==> src/design/lasm_pkg.sv <==
// shared types, constants and the cordic arctangent table for the angular mask
// used by every module of lidar_angular_sector_mask
package lasm_pkg;

    localparam int MAX_SECTORS_DEF   = 2;
    localparam int COORD_WIDTH_DEF   = 24;
    localparam int CORDIC_STAGES_DEF = 16;

    localparam int CFG_DATA_W = 17;
    localparam int CFG_IDX_W  = 3;

    localparam int FULL_CIRCLE = 23040;
    localparam int ELEV_LIMIT  = 57600;
    localparam int RIGHT_ANGLE = 5760;
    localparam int GAIN_Q20    = 1726753;
    localparam int FRAC_SHIFT  = 20;

    localparam logic [CFG_IDX_W-1:0] REG_MASK_ENABLE  = 3'd0;
    localparam logic [CFG_IDX_W-1:0] REG_ELEV_FLOOR   = 3'd1;
    localparam logic [CFG_IDX_W-1:0] REG_ELEV_CEILING = 3'd2;
    localparam logic [CFG_IDX_W-1:0] REG_SECTOR_COUNT = 3'd3;
    localparam logic [CFG_IDX_W-1:0] REG_SECTOR0_LO   = 3'd4;
    localparam logic [CFG_IDX_W-1:0] REG_SECTOR0_HI   = 3'd5;
    localparam logic [CFG_IDX_W-1:0] REG_SECTOR1_LO   = 3'd6;
    localparam logic [CFG_IDX_W-1:0] REG_SECTOR1_HI   = 3'd7;

    typedef enum logic [1:0] {
        REASON_KEEP   = 2'd0,
        REASON_BELOW  = 2'd1,
        REASON_ABOVE  = 2'd2,
        REASON_SECTOR = 2'd3
    } t_reason;

    typedef struct packed {
        logic origin;
        logic axis;
        logic zpos;
    } t_flags;

    typedef struct packed {
        logic               enable;
        logic               floor_on;
        logic               ceil_on;
        logic signed [16:0] floor_v;
        logic signed [16:0] ceil_v;
        logic [1:0]         sec_used;
        logic [1:0][14:0]   sec_lo;
        logic [1:0][14:0]   sec_hi;
    } t_cfg;

    function automatic logic [31:0] atan_turns(input int idx);
        logic [31:0] r;
        case (idx)
            0: r = 32'd536870912;   1: r = 32'd316933406;   2: r = 32'd167458907;
            3: r = 32'd85004756;    4: r = 32'd42667331;    5: r = 32'd21354465;
            6: r = 32'd10679838;    7: r = 32'd5340245;     8: r = 32'd2670163;
            9: r = 32'd1335087;     10: r = 32'd667544;     11: r = 32'd333772;
            12: r = 32'd166886;     13: r = 32'd83443;      14: r = 32'd41722;
            15: r = 32'd20861;      16: r = 32'd10430;      17: r = 32'd5215;
            18: r = 32'd2608;       19: r = 32'd1304;       20: r = 32'd652;
            21: r = 32'd326;        22: r = 32'd163;        23: r = 32'd81;
            default: r = 32'd0;
        endcase
        return r;
    endfunction

    // reduce a signed 16 bit angle into [0, FULL_CIRCLE)
    function automatic logic [14:0] norm_angle(input logic signed [15:0] v);
        logic signed [16:0] r;
        r = 17'(v);
        if (r < 0) r = r + 17'sd23040;
        if (r < 0) r = r + 17'sd23040;
        if (r >= 17'sd23040) r = r - 17'sd23040;
        return r[14:0];
    endfunction

endpackage

==> src/design/lasm_cordic_cell.sv <==
// one vectoring cordic micro-rotation with its pipeline register
// uses lasm_pkg for the arctangent table
module lasm_cordic_cell #(
    parameter int W     = 48,
    parameter int SW    = 8,
    parameter int SHIFT = 0
) (
    input  logic                i_clk,
    input  logic                i_en,
    input  logic signed [W-1:0] i_x,
    input  logic signed [W-1:0] i_y,
    input  logic [31:0]         i_acc,
    input  logic [SW-1:0]       i_side,
    output logic signed [W-1:0] o_x,
    output logic signed [W-1:0] o_y,
    output logic [31:0]         o_acc,
    output logic [SW-1:0]       o_side
);
    import lasm_pkg::*;

    localparam logic [31:0] ANGLE = atan_turns(SHIFT);

    logic signed [W-1:0] xs, ys, n_x, n_y;
    logic [31:0]         n_acc;
    logic signed [W-1:0] r_x, r_y;
    logic [31:0]         r_acc;
    logic [SW-1:0]       r_side;

    always_comb begin
        xs = i_x >>> SHIFT;
        ys = i_y >>> SHIFT;
        if (!i_y[W-1]) begin
            n_x   = i_x + ys;
            n_y   = i_y - xs;
            n_acc = i_acc + ANGLE;
        end else begin
            n_x   = i_x - ys;
            n_y   = i_y + xs;
            n_acc = i_acc - ANGLE;
        end
    end

    always_ff @(posedge i_clk) begin
        if (i_en) begin
            r_x    <= n_x;
            r_y    <= n_y;
            r_acc  <= n_acc;
            r_side <= i_side;
        end
    end

    assign o_x    = r_x;
    assign o_y    = r_y;
    assign o_acc  = r_acc;
    assign o_side = r_side;
endmodule

==> config.mk <==
export PLATFORM = sky130hd
export DESIGN_NAME = lasm_cordic_cell
export DESIGN_NICKNAME = d
export VERILOG_FILES = /design/src/design/lasm_pkg.sv /design/src/design/lasm_cordic_cell.sv
export SDC_FILE = /design/constraint.sdc
export NUM_CORES = 1
export LEC_CHECK = 0
export BUFFER_PORTS_ARGS = -buffer_cell sky130_fd_sc_hd__buf_4
export CAP_MARGIN = 40
export CORE_ASPECT_RATIO = 2
export CORE_MARGIN = 2
export CORE_UTILIZATION = 35
export CTS_BUF_LIST = sky130_fd_sc_hd__clkbuf_16
export CTS_CLUSTER_DIAMETER = 60
export DETAILED_ROUTE_END_ITERATION = 8
export GPL_TIMING_DRIVEN = 0
export HOLD_SLACK_MARGIN = 0.08
export REMOVE_ABC_BUFFERS = 1
export SETUP_SLACK_MARGIN = 0.4
export SLEW_MARGIN = 15
export SYNTH_ARGS = -nofsm -noshare
export SYNTH_HDL_FRONTEND = slang
export SYNTH_SLANG_ARGS = --single-unit
==> constraint.sdc <==
create_clock -name i_clk -period 4 [get_ports i_clk]
set_input_delay 0.4 -clock i_clk [delete_from_list [all_inputs] [get_ports i_clk]]
set_output_delay 0.4 -clock i_clk [all_outputs]
set_load 0.005 [all_outputs]
Word level (Yosys, flattened, before mapping). Cells that the tools add are included.

$add $sub $neg: 5. $mul: 0. Divide/modulo/power cells: 0. Magnitude comparators: 0. Eq/ne operators: 0. Shifts and indexed selects: 0. Mux-type cells: 3. Bitwise logic cells: 0. Reduce and logical (&&, ||, !) cells: 0.

Operator list (count): 48-bit 2-to-1 mux (2); 48-bit subtractor (2); 48-bit adder (1); 32-bit by 30-bit adder with 32-bit output, second input constant (1); 32-bit 2-to-1 mux (1); 32-bit by 30-bit subtractor with 32-bit output, second input constant (1).

Register bits: 136. Bits in latches: 0. RAM bits: 0. Memory bits (read-only): 0. Output and inout bits: 136. Logic and storage cells: 12. Memories: 0.

Depth between registers and ports, before layout.
Depth in word-level cells: 2. Gate-level depth with buffers: 13.

Worst setup path before layout. OpenSTA, ideal clock, no wires.

Path type: input port to flip-flop. Start: input port i_x[0]. End: register r_y[44], in the netlist o_y[44] (data pin). Library setup time: 0.267 ns. Arrival time: 2.883 ns. Required time: 3.733 ns. Slack: 0.850 ns. Stages on the path: 12. Path buffers: 0. Cells stage by stage: ha_1 fa_1 nor2b_1 o211ai_1 a211oi_2 a21o_1 a211oi_4 o311ai_1 a2111o_1 nand4_1 o211ai_1 xnor2_1.

Word-level cells in the longest chain between the ends: 2.

Ends and longest elaborated chain: start: declaration (line lasm_cordic_cell.sv:10) `input logic signed [W-1:0] i_x,`; 48-bit subtractor or 48-bit adder (tied branches) (line lasm_cordic_cell.sv:34, lasm_cordic_cell.sv:38); 48-bit 2-to-1 mux * (line lasm_cordic_cell.sv:32) `if (!i_y[W-1]) begin`; net n_y[44] (line lasm_cordic_cell.sv:23) `logic signed [W-1:0] xs, ys, n_x, n_y;`; end signal: assignment (line lasm_cordic_cell.sv:46) `r_y <= n_y;`; end: declaration (line lasm_cordic_cell.sv:25) `logic signed [W-1:0] r_x, r_y;`.

The timed path passes the listed nets; every way through them passes the cells marked *. A chain may end at the register's enable or synchronous reset.

Final worst setup path.
Start: input port i_x[10]. End: register r_y[39], in the netlist o_y[39] (data pin).

The elaborated chain is that of the path after synthesis.

==> reports/metrics.yaml <==
worst_setup_path:
  end_kind: "register"
  cp-start-kind: "input port"
  endpoint: "o_y[39]"
  critPathKind: "input port to register"
  arrival_ns: 3.83
  required_ns: 4.19
  crit_path_start: "i_x[10]"
  critical_path.max_fanout: 11
cts:
  cts-root-buf: "clkbuf_16"
  clk_path_buf_depth: 2
  clkTransAtPathRegs_ns: 0.07
  cts_made_buffers: 17
  cts_tree: "done"
  clock_sinks: 135
  cts_max_level: 4
timing:
  report.final.slew_viol_count: 0
  setup_tns_ns: 0
  fin_crit_sh_pct: 91.1
  fmax_mhz: 275
  max_slew_margin_pct: 36.3
  rsz0062_at_grt: "true"
  setup_viol: 0
  hold_viol: 0
  min_period_ns: 3.64
  setup_slack_ns: 0.357
  worst_slew_pin_slew_ns: 0.949
die:
  start_util_pct: 35.4
  ios: 274
  rows: 99
  die_h_um: 275
  die_w_um: 139
  die-area_um2: 38300
  core_um2: 36300
detailed_routing:
  vias: 12800
  routed_wl_mm: 54.8
  post-route-drc-count: 0
  wl_per_cell_um: 24.6
  first_iter_violations: 715
  ant_nets: 0
  drtPass1Iterations: 5
  viasPerCell: 5.76
synthesis:
  syn_inst: 1521
  yosys_most_used_dff: "edfxtp_1"
  synth_edf_count: 135
  synthArstFlopShare_pct: 0
  netlist_area_um2: 12800
  ys_types: 75
  synth_warnings: 0
  synth_seq_cells: 135
  yosysSeqAreaShare_pct: 31.6
  avgSynthCellArea_um2: 8.44
layout:
  final_layout_size_suffix_gt1_share_pct: 20.4
  layout_common_cells: "buf_4 (275), a21oi_1 (185), inv_1 (144), nor2_1 (139), edfxtp_1 (135)"
  final_cells: 2225
  final_common_cell: "buf_4"
  area_growth_pct: 24.6
  num_antenna_cells: 0
  fin_area_um2: 16000
  nNetsFinal: 2041
hold_path:
  hold_path.class: "input port to register"
grt:
  grt_max_degree: 89
  gr-total-overflow: 0
  grt_pass1_wl_mm: 78.4
  globalRouteTotalUtil_pct: 27.8
  antenna_found_initial: 0
  grt_pass1_vias: 13100
placement:
  dp_slack_ns: -0.525
  io_buffers: 273
  placedCellCount: 2186
  hpwl_mm: 44.7
  dpl-instance-area_um2: 15300
  gp_congestion: 0.995
power:
  p_leak_nw: 6.90
  cellPowerDensity_nw_per_um2: 352
  vdd_drop_max_mv: 0.328
  p_total_mw: 5.62
status:
  outcome: "complete, no violations"
run:
  drv_cap: 0
repair_timing:
action | 4_1_cts | 5_1_grt
buffers inserted | 4 | 0
pin swaps | 3 | 0
endpoints found under the hold margin | 0 | 0
hold buffers | 0 | 0
gates resized for setup | 13 | 15
setup endpoints to repair | 32 | 33
layer usage:
| metal | GRT usage [%] | vias up | routed length, um |
|---|---|---|---|
| met3 | 3.43 | 231 | 2070 |
| met5 | 0 | - | 0 |
| met4 | 24.9 | 0 | 5750 |
| met2 | 56.8 | 578 | 31100 |
| met1 | 22.2 | 6083 | 15800 |
| li1 | - | 5933 | - |
metrics by stage:
step,utilization (%),hold WS [ns]
final,44.0,0.123
after global routing,44.0,0.105
after CTS,43.8,0.105
after detailed placement,42.0,0.579
after global placement,41.8,0.578
after floorplan,-,0.499
sequential cells by signal, indices dropped and copies added (netlist names):
register and flops:
o_x 48, o_y 47, o_acc 32, o_side 8
worst min path at each step:
| stage | from | endpoint | slack [ns] | cells after the start |
|---|---|---|---|---|
| global placement | i_acc[15] | o_acc[15] | 0.58 | 1 |
| CTS | i_acc[15] | o_acc[15] | 0.11 | 1 |
| global route | i_side[3] | o_side[3] | 0.10 | 1 |
| floorplan | i_acc[0] | o_acc[0] | 0.50 | 0 |
| finish | i_acc[15] | o_acc[15] | 0.12 | 1 |
| detailed placement | i_acc[3] | o_acc[3] | 0.58 | 1 |
critical path: stages:
cell and delay (ns):
buf_4 0.09, inv_1 0.04, ha_1 0.46, a21oi_1 0.37
o21ai_0 0.19, a221oi_2 0.51, nand2_1 0.33, a211oi_1 0.46
o41ai_2 0.19, a2111oi_0 0.50, a21oi_1 0.11, xnor2_1 0.16
report_power, final:
part	leakage (nW)	internal, mW	switching, mW
Clock	0.271	0.817	0.736
Combinational	5.31	0.858	1.31
Sequential	1.32	1.83	0.0622
Total	6.90	3.51	2.11
kinds of logic (layout without fill, tap and decap cells):
kind of cell	after synthesis	after routing	share of synthesized area (%)
buffers and inverters	219	469	6.64
xor gates and xnor gates	91	91	6.21
DFF	135	135	31.6
AOI/OAI and AO/OA	523	523	25.5
muxes	20	20	1.56
adders and majority gates	145	145	14.4
and+or+nand+nor	388	388	14.1
layout make-up:
class	instances	area, um^2
clock buffer	17	425
clock inverter	15	139
fill	3714	20300
inverter	152	573
multi-input combinational	1167	8050
sequential	135	4050
tap	454	568
timing repair buffer	285	2180
cells in the mapped netlist (5+ instances only):
| library cell | n | area, um^2 |
|---|---|---|
| a2111oi_0 | 5 | 43.8 |
| a211oi_1 | 13 | 97.6 |
| a21boi_0 | 9 | 67.6 |
| a21o_1 | 28 | 210 |
| a21oi_1 | 191 | 956 |
| a31oi_1 | 9 | 56.3 |
| and2_1 | 6 | 37.5 |
| and3_1 | 10 | 62.6 |
| buf_1 | 15 | 56.3 |
| buf_2 | 12 | 60.1 |
| clkbuf_1 | 36 | 135 |
| edfxtp_1 | 135 | 4050 |
| ha_1 | 141 | 1760 |
| inv_1 | 145 | 544 |
| mux2i_1 | 20 | 200 |
| nand2_1 | 95 | 357 |
| nand2b_1 | 16 | 100 |
| nand3_1 | 23 | 115 |
| nand4_1 | 25 | 156 |
| nor2_1 | 139 | 522 |
| nor2b_1 | 14 | 87.6 |
| nor3_1 | 20 | 100 |
| nor4_1 | 20 | 125 |
| o2111ai_1 | 5 | 43.8 |
| o211ai_1 | 23 | 173 |
| o21a_1 | 21 | 158 |
| o21ai_0 | 120 | 601 |
| o21bai_1 | 24 | 180 |
| o31a_1 | 9 | 78.8 |
| o31ai_1 | 20 | 150 |
| or3_1 | 6 | 37.5 |
| xnor2_1 | 87 | 762 |
Power figures use the tool's default switching activity.
