[config.mk]
export PLATFORM = sky130hd
export DESIGN_NAME = lasm_decide
export DESIGN_NICKNAME = d
export VERILOG_FILES = /design/src/design/lasm_pkg.sv /design/src/design/lasm_decide.sv
export SDC_FILE = /design/constraint.sdc
export NUM_CORES = 1
export LEC_CHECK = 0
export BUFFER_PORTS_ARGS = -buffer_cell sky130_fd_sc_hd__buf_2
export CAP_MARGIN = 10
export CORE_MARGIN = 2
export CORE_UTILIZATION = 50
export DETAILED_ROUTE_END_ITERATION = 7
export HOLD_SLACK_MARGIN = 0.08
export PLACE_DENSITY = 0.76
export SLEW_MARGIN = 20
export SYNTH_ARGS = -nofsm -noshare
export SYNTH_HDL_FRONTEND = slang
export SYNTH_SLANG_ARGS = --single-unit
[constraint.sdc]
create_clock -name i_clk -period 11.25 [get_ports i_clk]
set_input_delay 2.25 -clock i_clk [delete_from_list [all_inputs] [get_ports i_clk]]
set_output_delay 2.25 -clock i_clk [all_outputs]
set_load 0.005 [all_outputs]
[src/design/lasm_pkg.sv]
// shared types, constants and the cordic arctangent table for the angular mask
// used by every module of lidar_angular_sector_mask
package lasm_pkg;

    localparam int MAX_SECTORS_DEF   = 2;
    localparam int COORD_WIDTH_DEF   = 24;
    localparam int CORDIC_STAGES_DEF = 16;

    localparam int CFG_DATA_W = 17;
    localparam int CFG_IDX_W  = 3;

    localparam int FULL_CIRCLE = 23040;
    localparam int ELEV_LIMIT  = 57600;
    localparam int RIGHT_ANGLE = 5760;
    localparam int GAIN_Q20    = 1726753;
    localparam int FRAC_SHIFT  = 20;

    localparam logic [CFG_IDX_W-1:0] REG_MASK_ENABLE  = 3'd0;
    localparam logic [CFG_IDX_W-1:0] REG_ELEV_FLOOR   = 3'd1;
    localparam logic [CFG_IDX_W-1:0] REG_ELEV_CEILING = 3'd2;
    localparam logic [CFG_IDX_W-1:0] REG_SECTOR_COUNT = 3'd3;
    localparam logic [CFG_IDX_W-1:0] REG_SECTOR0_LO   = 3'd4;
    localparam logic [CFG_IDX_W-1:0] REG_SECTOR0_HI   = 3'd5;
    localparam logic [CFG_IDX_W-1:0] REG_SECTOR1_LO   = 3'd6;
    localparam logic [CFG_IDX_W-1:0] REG_SECTOR1_HI   = 3'd7;

    typedef enum logic [1:0] {
        REASON_KEEP   = 2'd0,
        REASON_BELOW  = 2'd1,
        REASON_ABOVE  = 2'd2,
        REASON_SECTOR = 2'd3
    } t_reason;

    typedef struct packed {
        logic origin;
        logic axis;
        logic zpos;
    } t_flags;

    typedef struct packed {
        logic               enable;
        logic               floor_on;
        logic               ceil_on;
        logic signed [16:0] floor_v;
        logic signed [16:0] ceil_v;
        logic [1:0]         sec_used;
        logic [1:0][14:0]   sec_lo;
        logic [1:0][14:0]   sec_hi;
    } t_cfg;

    function automatic logic [31:0] atan_turns(input int idx);
        logic [31:0] r;
        case (idx)
            0: r = 32'd536870912;   1: r = 32'd316933406;   2: r = 32'd167458907;
            3: r = 32'd85004756;    4: r = 32'd42667331;    5: r = 32'd21354465;
            6: r = 32'd10679838;    7: r = 32'd5340245;     8: r = 32'd2670163;
            9: r = 32'd1335087;     10: r = 32'd667544;     11: r = 32'd333772;
            12: r = 32'd166886;     13: r = 32'd83443;      14: r = 32'd41722;
            15: r = 32'd20861;      16: r = 32'd10430;      17: r = 32'd5215;
            18: r = 32'd2608;       19: r = 32'd1304;       20: r = 32'd652;
            21: r = 32'd326;        22: r = 32'd163;        23: r = 32'd81;
            default: r = 32'd0;
        endcase
        return r;
    endfunction

    // reduce a signed 16 bit angle into [0, FULL_CIRCLE)
    function automatic logic [14:0] norm_angle(input logic signed [15:0] v);
        logic signed [16:0] r;
        r = 17'(v);
        if (r < 0) r = r + 17'sd23040;
        if (r < 0) r = r + 17'sd23040;
        if (r >= 17'sd23040) r = r - 17'sd23040;
        return r[14:0];
    endfunction

endpackage

[src/design/lasm_decide.sv]
// converts binary-turn angles to 1/64 degree and picks the removal reason
// uses lasm_pkg for config and reason types
module lasm_decide #(
    parameter int MAX_SECTORS = 2
) (
    input  logic              i_clk,
    input  logic              i_en,
    input  logic [31:0]       i_az_acc,
    input  logic [31:0]       i_el_acc,
    input  lasm_pkg::t_flags  i_flags,
    input  lasm_pkg::t_cfg    i_cfg,
    output logic              o_remove,
    output lasm_pkg::t_reason o_reason
);
    import lasm_pkg::*;

    logic [46:0]        az_prod;
    logic signed [47:0] el_prod;
    logic [14:0]        r_az;
    logic signed [15:0] r_el;
    t_flags             r_flags;

    logic [14:0]        az_w;
    logic signed [16:0] el_w;
    logic [1:0]         hit;
    t_reason            n_reason;
    t_reason            r_reason;

    always_comb begin
        az_prod = {15'd0, i_az_acc} * 47'd23040 + 47'h80000000;
        el_prod = 48'($signed(i_el_acc)) * 48'sd23040 + 48'sd2147483648;
    end

    always_ff @(posedge i_clk) begin
        if (i_en) begin
            r_az    <= az_prod[46:32];
            r_el    <= el_prod[47:32];
            r_flags <= i_flags;
        end
    end

    always_comb begin
        if (r_flags.axis) begin
            az_w = '0;
            el_w = r_flags.zpos ? 17'sd5760 : -17'sd5760;
        end else begin
            az_w = (r_az >= 15'd23040) ? 15'd0 : r_az;
            el_w = 17'(r_el);
        end
        for (int k = 0; k < 2; k++) begin
            if (k < MAX_SECTORS && i_cfg.sec_used[k]) begin
                if (i_cfg.sec_lo[k] <= i_cfg.sec_hi[k])
                    hit[k] = az_w >= i_cfg.sec_lo[k] && az_w <= i_cfg.sec_hi[k];
                else
                    hit[k] = az_w >= i_cfg.sec_lo[k] || az_w <= i_cfg.sec_hi[k];
            end else begin
                hit[k] = 1'b0;
            end
        end
        priority if (!i_cfg.enable || r_flags.origin) begin
            n_reason = REASON_KEEP;
        end else if (i_cfg.floor_on && el_w < i_cfg.floor_v) begin
            n_reason = REASON_BELOW;
        end else if (i_cfg.ceil_on && el_w > i_cfg.ceil_v) begin
            n_reason = REASON_ABOVE;
        end else if (|hit) begin
            n_reason = REASON_SECTOR;
        end else begin
            n_reason = REASON_KEEP;
        end
    end

    always_ff @(posedge i_clk) begin
        if (i_en) r_reason <= n_reason;
    end

    assign o_reason = r_reason;
    assign o_remove = (r_reason != REASON_KEEP);
endmodule

# ---- Word level (Yosys, flattened, before mapping)
# Index checks and enable logic that the tools add are counted.
dict set report op_classes {
  n_addsub 2
  mul 2
  div 0
  n_lt_le_gt_ge 9
  n_eq_ne 0
  n_shift 0
  n_mux 11
  n_bitwise 0
  n_reduce_logical 11
}
# cell count
set op_table {}
lappend op_table {{<= comparator 15 bit} 4}
lappend op_table {{adder 48 x 33 -> 48 bit, second input constant} 1}
lappend op_table {{adder 47 x 32 -> 47 bit, second input constant} 1}
lappend op_table {{multiplier 32 x 7 -> 39 bit, second input constant} 1}
lappend op_table {{multiplier 32 x 6 -> 38 bit, second input constant} 1}
lappend op_table {{two-way mux 17 bit} 2}
lappend op_table {{greater-or-equal comparator 15 bit} 2}
lappend op_table {{two-way mux 15 bit} 2}
lappend op_table {{> comparator 17 bit} 1}
lappend op_table {{less-than comparator 17 bit} 1}
lappend op_table {{greater-or-equal comparator 15 bit, second input constant} 1}
lappend op_table {{two-way mux 1 bit} 5}
lappend op_table {{logical AND 1 bit} 4}
lappend op_table {{two-way mux 2 bit} 2}
lappend op_table {{OR reduction 2 bit} 2}
lappend op_table {{logical OR 1 bit} 3}
lappend op_table {{nonzero test 2 bit} 1}
lappend op_table {{zero test 1 bit} 1}
dict set report word_totals {
  regBits 36
  latch_bits 0
  mem_bits_rw 0
  romBits 0
  wordCells 42
  mem_count 0
}

# ---- Logic depth before layout (Yosys ltp)
# Gate-level depths: netlist of run 1.
dict set report depth {
  ltp_word 11
  ltp_mapped 18
  ltp_nobuf 18
}

# ---- Worst setup path before layout of run 1
# No wires, ideal clock.
dict set report synth_path {
  path_kind {input to register}
  start {in i_el_acc[6]}
  end {reg r_el[13] (data pin)}
  t_arrival_ns 6.569
  required_time_ns 10.986
  path_slack_ns 4.417
  stages 15
  path_cell_list {ha_1 ha_1 fa_1 fa_1 ha_1 a211oi_1 o21bai_1 a2111oi_0 o31ai_1 and2_1 a311oi_1 nand3_1 nor4_1 nand4_1 xor2_1}
}
dict set report synth_via {
  elab_chain_len 2
}
# element line
set synth_rtl {}
lappend synth_rtl {{start: declaration} lasm_decide.sv:9} ;# input logic [31:0] i_el_acc,
lappend synth_rtl {{multiplier 32 x 7 -> 39 bit} lasm_decide.sv:31} ;# el_prod = 48'($signed(i_el_acc)) * 48'sd23040 + 48'sd2147483648;
lappend synth_rtl {{adder 48 x 33 -> 48 bit} lasm_decide.sv:31}
lappend synth_rtl {{net el_prod[45]} lasm_decide.sv:18} ;# logic signed [47:0] el_prod;
lappend synth_rtl {{end signal: assignment} lasm_decide.sv:37} ;# r_el <= el_prod[47:32];
lappend synth_rtl {{end: declaration} lasm_decide.sv:20} ;# logic signed [15:0] r_el;
# The timed path passes the listed nets, and every way through them passes these cells.
# A chain may end at the register's enable or synchronous reset.

# ---- Worst setup path in the final report of run 1
# Same ends and word-level chain as after synthesis.

==> impl_metrics.csv, run 1 <==
group,metric,value,unit
cts,post_cts_buffers,0,
logic_synthesis,netlist_area,12500,um2
global_route,overflow,0,
layout,fin_nets,2185,
detailed_routing,viasPerCell,5.33,
cts,numCtsBuffers,5,
detailed_routing,vias,10300,
critical_path,critPathLaunchType,"primary input",
cts,clockBufferDepth,2,
floorplan,die_h,162,um
sta,finalWorstSetupSlack,3770,ps
floorplan,initial_utilization,51.1,%
detailed_routing,wire_per_inst,14.1,um
sta,hold_viol,0,
global_route,grt_pass1_vias,10300,
floorplan,die_area,26200,um2
pwr,vdd_ir_drop_max,81.4,uV
placed_design,placed_cell_area,13700,um2
detailed_routing,drt_iter0_drc,502,
layout,final_area,13800,um2
flow_run,drv_cap,0,
critical_path,crit_required,11280,ps
layout,syn_to_final_growth,10.9,%
cts,clockRootBuffer,"clkbuf_16",
cts,cts-hold-fix-buffers,0,
logic_synthesis,synthArstFlopShare,0,%
detailed_routing,wl,27200,um
placed_design,gp_congestion,0.893,
floorplan,num_io_pins,171,
layout,fillers,2279,
placed_design,dpl.cell_count,1924,
sta,clock_skew,10.4,ps
layout,drive_above_1_share,12.4,%
layout,insertedDiodeCount,0,
sta,tightest_slew,926,ps
logic_synthesis,synth_area_leader_cell,"ha_1",
sta,rsz0062_at_grt,"false",
pwr,p_leak,0.00761,uW
detailed_routing,post-route-drc-count,0,
logic_synthesis,synth-seq-cells,36,
logic_synthesis,ys.flop_type,"edfxtp_1",
critical_path,endpoint_kind,"register",
sta,fmaxAchievable,134,MHz
sta,slew_headroom,36.7,%
layout,postLayoutCoreUtil,56.7,%
cts,htreeDepth,2,
logic_synthesis,avgSynthCellArea,8.64,um2
cts,clk_pin_slew,60,ps
floorplan,std_cell_rows,57,
cts,worstSkewPairLatency,280,ps
critical_path,critical_path_class,"primary input to register",
global_route,track_usage,20.8,%
logic_synthesis,yosysUniqueCellTypes,78,
pwr,cellPowerDensity,171,nW/um2
layout,instances_no_fill,1932,
logic_synthesis,synthCells,1442,
logic_synthesis,syn-num-nets,2020,
sta,tns,0,ps
cts,cts_tree,"done",
logic_synthesis,ys_warn_count,0,
logic_synthesis,ys_seq_area_share,8.67,%
logic_synthesis,synthTopCellsByArea,"ha_1, fa_1, inv_1",
sta,setup_viol,0,
placed_design,dpl.hpwl,24700,um
logic_synthesis,synth-edff-count,36,
sta,period_minus_slack,7480,ps
cts,cts_sinks,36,
placed_design,port_buffers,170,
detailed_routing,antenna_left,0,
detailed_routing,dr.pass1.iters,8,
placed_design,pre_cts_ws,3430,ps
sta,min_period_over_period,66.5,%
status,outcome,"finished, final reports clean",
logic_synthesis,netlist.area_leader.share,29.5,%
critical_path,path_max_fanout,4,
min_path,hold_path_class,"register to register",
floorplan,die_w,162,um
global_route,grt_pass1_wl,46300,um
critical_path,cp.arrival,7500,ps
floorplan,design.core.area,24400,um2
sta,finalMaxSlewViolations,0,
global_route,grt_max_degree,37,
global_route,antenna_found_initial,1,
cts,post_cts_resized,0,
-- placed cells by master, fill, tap and decap left out, types with 6 or more instances in the layout --
cell       netlist  final
nor4_1           9      9
o21bai_1         8      8
buf_2            1    170
edfxtp_1        36     36
inv_1          353    353
a21o_1          44     44
a2111oi_0        7      7
o21a_1          15     15
xor2_1          19     19
o21ai_0         51     51
mux2i_1          6      6
xnor2_1         34     34
a31oi_1          9      9
fa_1           116    116
o211ai_1        12     12
and3_1          13     13
nor2b_1         29     29
ha_1           294    294
nand2_1         58     58
a21oi_1         81     81
nor2_1          40     40
nand2b_1        11     11
nand4_1         31     31
nand3_1         28     28
nor3_1          18     18
a211oi_1        13     13
-- cell families (layout without fill, tap and decap cells) --
kind of cell,count (synthesis),in the layout,synth area share [%]
mux,6,6,0.482
xor+xnor,54,54,3.85
flops,36,36,8.67
compound gates,298,298,15.9
buf+inv,365,531,11.0
simple gates,272,272,11.9
fa+ha+maj,411,411,48.2
-- worst paths after layout --
| path | from | to | slack (ps) | cells past startpoint |
|---|---|---|---|---|
| min | r_flags[2] | o_reason[1] | 630 | 1 |
| min reg2reg | r_flags[2] | o_reason[1] | 630 | 1 |
| max reg2reg | r_flags[1] | o_reason[1] | 6680 | 14 |
| max | i_el_acc[6] | r_el[13] | 3770 | 16 |
-- layout make-up --
type	count	area [um2]	area share, %
Multi-Input combinational cell	1041	10000	72.4
Inverter	353	1330	9.59
Sequential cell	36	1080	7.82
Timing Repair Buffer	170	851	6.16
Tap cell	324	405	2.93
Clock buffer	6	129	0.933
Clock inverter	2	16.3	0.118
-- stage by stage --
stage          hold WS, ps  power (uW)
2_1_floorplan          543        1780
5_1_grt                639        2660
3_3_place_gp           625        2150
3_5_place_dp           628        2210
4_1_cts                637        2360
6_report               626        2360
-- worst max-delay path, cell delays in order --
cell and delay, ps:
buf_2 140, ha_1 310, ha_1 300, fa_1 560
fa_1 420, ha_1 340, a211oi_1 280, o21bai_1 140
a2111oi_0 650, o31ai_1 240, and2_1 220, a311oi_1 570
nand3_1 210, nor4_1 500, nand4_1 200, xor2_1 170
-- power breakdown --
part	internal, uW	switching [uW]
registers	254	15.7
logic	808	1150
clock network	82.4	53.6
total	1150	1210
-- cells in the mapped netlist, drive strengths merged (2+ instances only) --
cell type    n
or3          2
nor2b       29
o31ai        3
xnor2       35
a21oi       82
nand4       32
o21ai       55
nand2b      11
ha         294
o311ai       3
o22ai        4
o2111ai      5
inv        353
a21boi       6
clkbuf      11
o221ai       4
or2          5
nand4b       2
mux2i        6
a41oi        3
and3        15
and4         4
and2         7
a211oi      14
a211o        4
o21bai       8
o41ai        3
a2111oi      8
nor2        40
xor2        19
o211ai      13
nor4         9
o21a        15
nand2       58
nor3        18
a21o        44
or4          2
a311oi       4
a221oi       3
nor3b        2
edfxtp      36
nand3       28
a31oi        9
or4b         3
fa         116
-- flip-flops by register name (all words and copies together) (netlist names) --
| signal | cells |
|---|---|
| r_el | 16 |
| r_az | 15 |
| o_reason | 2 |
| r_flags | 3 |
-- per-layer routing --
metal  up-vias  GRT usage, %  wire [um]
met3        23          1.81       1260
li1       5268             -          -
met4         2          3.78        314
met1      4762          30.3      13400
met2       238          34.3      12200
met5         -             0         13
Power figures use the tool's default switching activity.
==> inputs of run 2 (changes only) <==
--- a/config.mk
+++ b/config.mk
@@ -5,13 +5,14 @@
 export SDC_FILE = /design/constraint.sdc
 export NUM_CORES = 1
 export LEC_CHECK = 0
+export ABC_AREA = 1
 export BUFFER_PORTS_ARGS = -buffer_cell sky130_fd_sc_hd__buf_2
 export CAP_MARGIN = 10
 export CORE_MARGIN = 2
 export CORE_UTILIZATION = 50
 export DETAILED_ROUTE_END_ITERATION = 7
 export HOLD_SLACK_MARGIN = 0.08
-export PLACE_DENSITY = 0.76
+export PLACE_DENSITY = 0.78
 export SLEW_MARGIN = 20
 export SYNTH_ARGS = -nofsm -noshare
 export SYNTH_HDL_FRONTEND = slang
==> constraint.sdc (replaced) <==
create_clock -name i_clk -period 6.3 [get_ports i_clk]
set_input_delay 1.26 -clock i_clk [delete_from_list [all_inputs] [get_ports i_clk]]
set_output_delay 1.26 -clock i_clk [all_outputs]
set_load 0.005 [all_outputs]
==> impl_metrics.csv, run 2 <==
group,metric,value,unit
pwr,cellPowerDensity,310,nW/um2
logic_synthesis,synthAdderAreaFrac,40.7,%
cts,numCtsBuffers,5,
logic_synthesis,synthTopCellsByArea,"ha_1, fa_1, inv_1",
sta,tightest_slew,777,ps
status,outcome,"finished, final reports clean",
cts,clk_pin_slew,60,ps
logic_synthesis,synth-seq-cells,36,
floorplan,initial_utilization,51.0,%
detailed_routing,viasPerCell,4.99,
critical_path,slowest_delay,540,ps
cts,cts-hold-fix-buffers,0,
cts,post_cts_resized,0,
layout,syn_to_final_growth,9.99,%
detailed_routing,post-route-drc-count,0,
sta,slew_headroom,48.2,%
layout,fillers,2838,
critical_path,crit_path_cell_trace,"buf_2, ha_1, ha_1, fa_1, inv_1, fa_1, inv_1, ha_1, nand2_2, inv_1, a21oi_1, o21ai_1, inv_1, nand3_1, nand2_1, nand2_2, inv_1, ha_1, nand2_4, nor2_8, nand2_4, nor2_8, nand2_2, xor2_1",
detailed_routing,wire_per_inst,12.7,um
detailed_routing,antenna_left,0,
placed_design,port_buffers,170,
floorplan,num_io_pins,171,
floorplan,die_w,176,um
logic_synthesis,yosysUniqueCellTypes,44,
cts,htreeDepth,2,
logic_synthesis,synthCells,2198,
pwr,p_leak,0.00983,uW
sta,clock_skew,5.03,ps
logic_synthesis,netlist_area,14700,um2
sta,hold_viol,0,
placed_design,dpl.hpwl,32100,um
global_route,antenna_found_initial,3,
floorplan,std_cell_rows,62,
layout,fin_nets,2951,
cts,worstSkewPairLatency,280,ps
global_route,grt_max_degree,37,
layout,register_area,1080,um2
logic_synthesis,synthArstFlopShare,0,%
sta,setup_viol,0,
critical_path,crit_required,6330,ps
logic_synthesis,synth_area_leader_cell,"ha_1",
logic_synthesis,syn-num-nets,2776,
floorplan,design.core.area,28900,um2
sta,min_period_over_period,83.0,%
placed_design,placed_cell_area,16100,um2
cts,clockRootBuffer,"clkbuf_16",
critical_path,critical_path_class,"primary input to register",
sta,fmaxAchievable,191,MHz
min_path,hold_path_class,"register to register",
sta,rsz0062_at_grt,"false",
critical_path,rr_worst_depth,16,
layout,drive_above_1_share,10.9,%
logic_synthesis,netlist.area_leader.share,25.0,%
logic_synthesis,synth_top_family_by_area,"adder cells",
logic_synthesis,ys_seq_area_share,7.34,%
logic_synthesis,synth_compound_area_share,6.57,%
critical_path,critPathLaunchType,"primary input",
cts,post_cts_buffers,0,
layout,final_area,16200,um2
layout,reg.largest.list,"r_el: 16 flops, r_az: 15 flops, r_flags: 3 flops",
cts,clockBufferDepth,2,
logic_synthesis,ys.flop_type,"edfxtp_1",
detailed_routing,vias,13800,
layout,postLayoutCoreUtil,56.1,%
detailed_routing,wl,35100,um
cts,cts_tree,"done",
global_route,overflow,0,
logic_synthesis,synth_most_common_cell,"inv_1",
logic_synthesis,synth-xor-area-share,1.25,%
logic_synthesis,synthMuxAreaShare,0,%
critical_path,critPathTopFamily,"adder cells",
global_route,grt_pass1_wl,60000,um
floorplan,die_h,176,um
pwr,total_power,5020,uW
logic_synthesis,avgSynthCellArea,6.70,um2
critical_path,crit_top_cell,"inv_1",
layout,top_register,"r_el",
layout,largest_reg_flops,16,
critical_path,path_max_fanout,6,
min_path,holdPathStages,3,
global_route,track_usage,23.0,%
global_route,grt_pass1_vias,13600,
detailed_routing,drt_iter0_drc,751,
layout,mostFrequentLayoutCells,"inv_1, nand2_1, ha_1",
sta,period_minus_slack,5230,ps
sta,tns,0,ps
detailed_routing,dr.pass1.iters,5,
placed_design,gp_congestion,0.974,
logic_synthesis,ys_warn_count,0,
logic_synthesis,synth-simple-area-share,28.6,%
layout,multiInputGateArea,11400,um2
cts,cts_sinks,36,
critical_path,crit_buf_inv,6,
layout,layout_commonest_cell,"inv_1",
flow_run,drv_cap,0,
critical_path,cp.arrival,5250,ps
critical_path,cp_num_cells,24,
floorplan,die_area,30800,um2
logic_synthesis,synth_common_cells,"inv_1, nand2_1, ha_1, nor2_1, fa_1",
sta,finalMaxSlewViolations,0,
critical_path,endpoint_kind,"register",
logic_synthesis,synth-edff-count,36,
pwr,vdd_ir_drop_max,143,uV
critical_path,cp_slowest_cell,"fa_1",
==> run 2: cell families (layout without fill, tap and decap cells) <==
| logic type | count (synthesis) | in the layout |
|---|---|---|
| xor gates and xnor gates | 21 | 21 |
| adders and majority gates | 410 | 410 |
| and+or+nand+nor | 944 | 944 |
| other | 0 | 3 |
| AOI/OAI and AO/OA | 179 | 179 |
| buffers and inverters | 608 | 784 |
| DFF | 36 | 36 |
==> run 2: path summary, 6_finish.rpt <==
path | startpoint | to | slack, ps
min | r_flags[2] | o_reason[0] | 640
max | i_el_acc[19] | r_el[11] | 1070
max reg2reg | r_flags[1] | o_reason[1] | 2780
min reg2reg | r_flags[2] | o_reason[0] | 640
==> run 2: power by group <==
part / internal (uW) / switching, uW
logic: 1490 / 2830
clock network: 145 / 90.3
registers: 436 / 28.7
==> run 2: cell type report <==
| class | count | area share [%] |
|---|---|---|
| diodes | 3 | 0.0463 |
| clock buffers | 6 | 0.795 |
| clock inverters | 2 | 0.0695 |
| inverters | 606 | 14.0 |
| multi-input cells | 1554 | 70.2 |
| flip-flops and latches | 36 | 6.67 |
| well taps | 384 | 2.97 |
| repair buffers | 170 | 5.25 |
==> run 2: stage by stage <==
stage / setup WS (ps) / cells / hold WS [ps]
after detailed placement: 809 / 2750 / 628
after floorplan: 1260 / 2198 / 584
after global routing: 815 / 2760 / 671
final: 1070 / 2761 / 638
after global placement: 864 / 2750 / 611
after CTS: 1090 / 2758 / 643
==> run 2: worst register-to-register path: cells and delay by family, from the launching register on <==
family                     cells  cell delay (ps)
adders and majority gates      1              340
and+or+nand+nor               12             1780
DFF                            1              590
buffers and inverters          3              580
==> run 2: layer usage <==
layer	global-route usage (%)	up-vias	part of all wire (%)
met5	0	-	0
met4	5.72	0	1.9
met3	1.47	46	5.1
met2	39.0	381	45
met1	32.1	6192	48
li1	-	7160	-
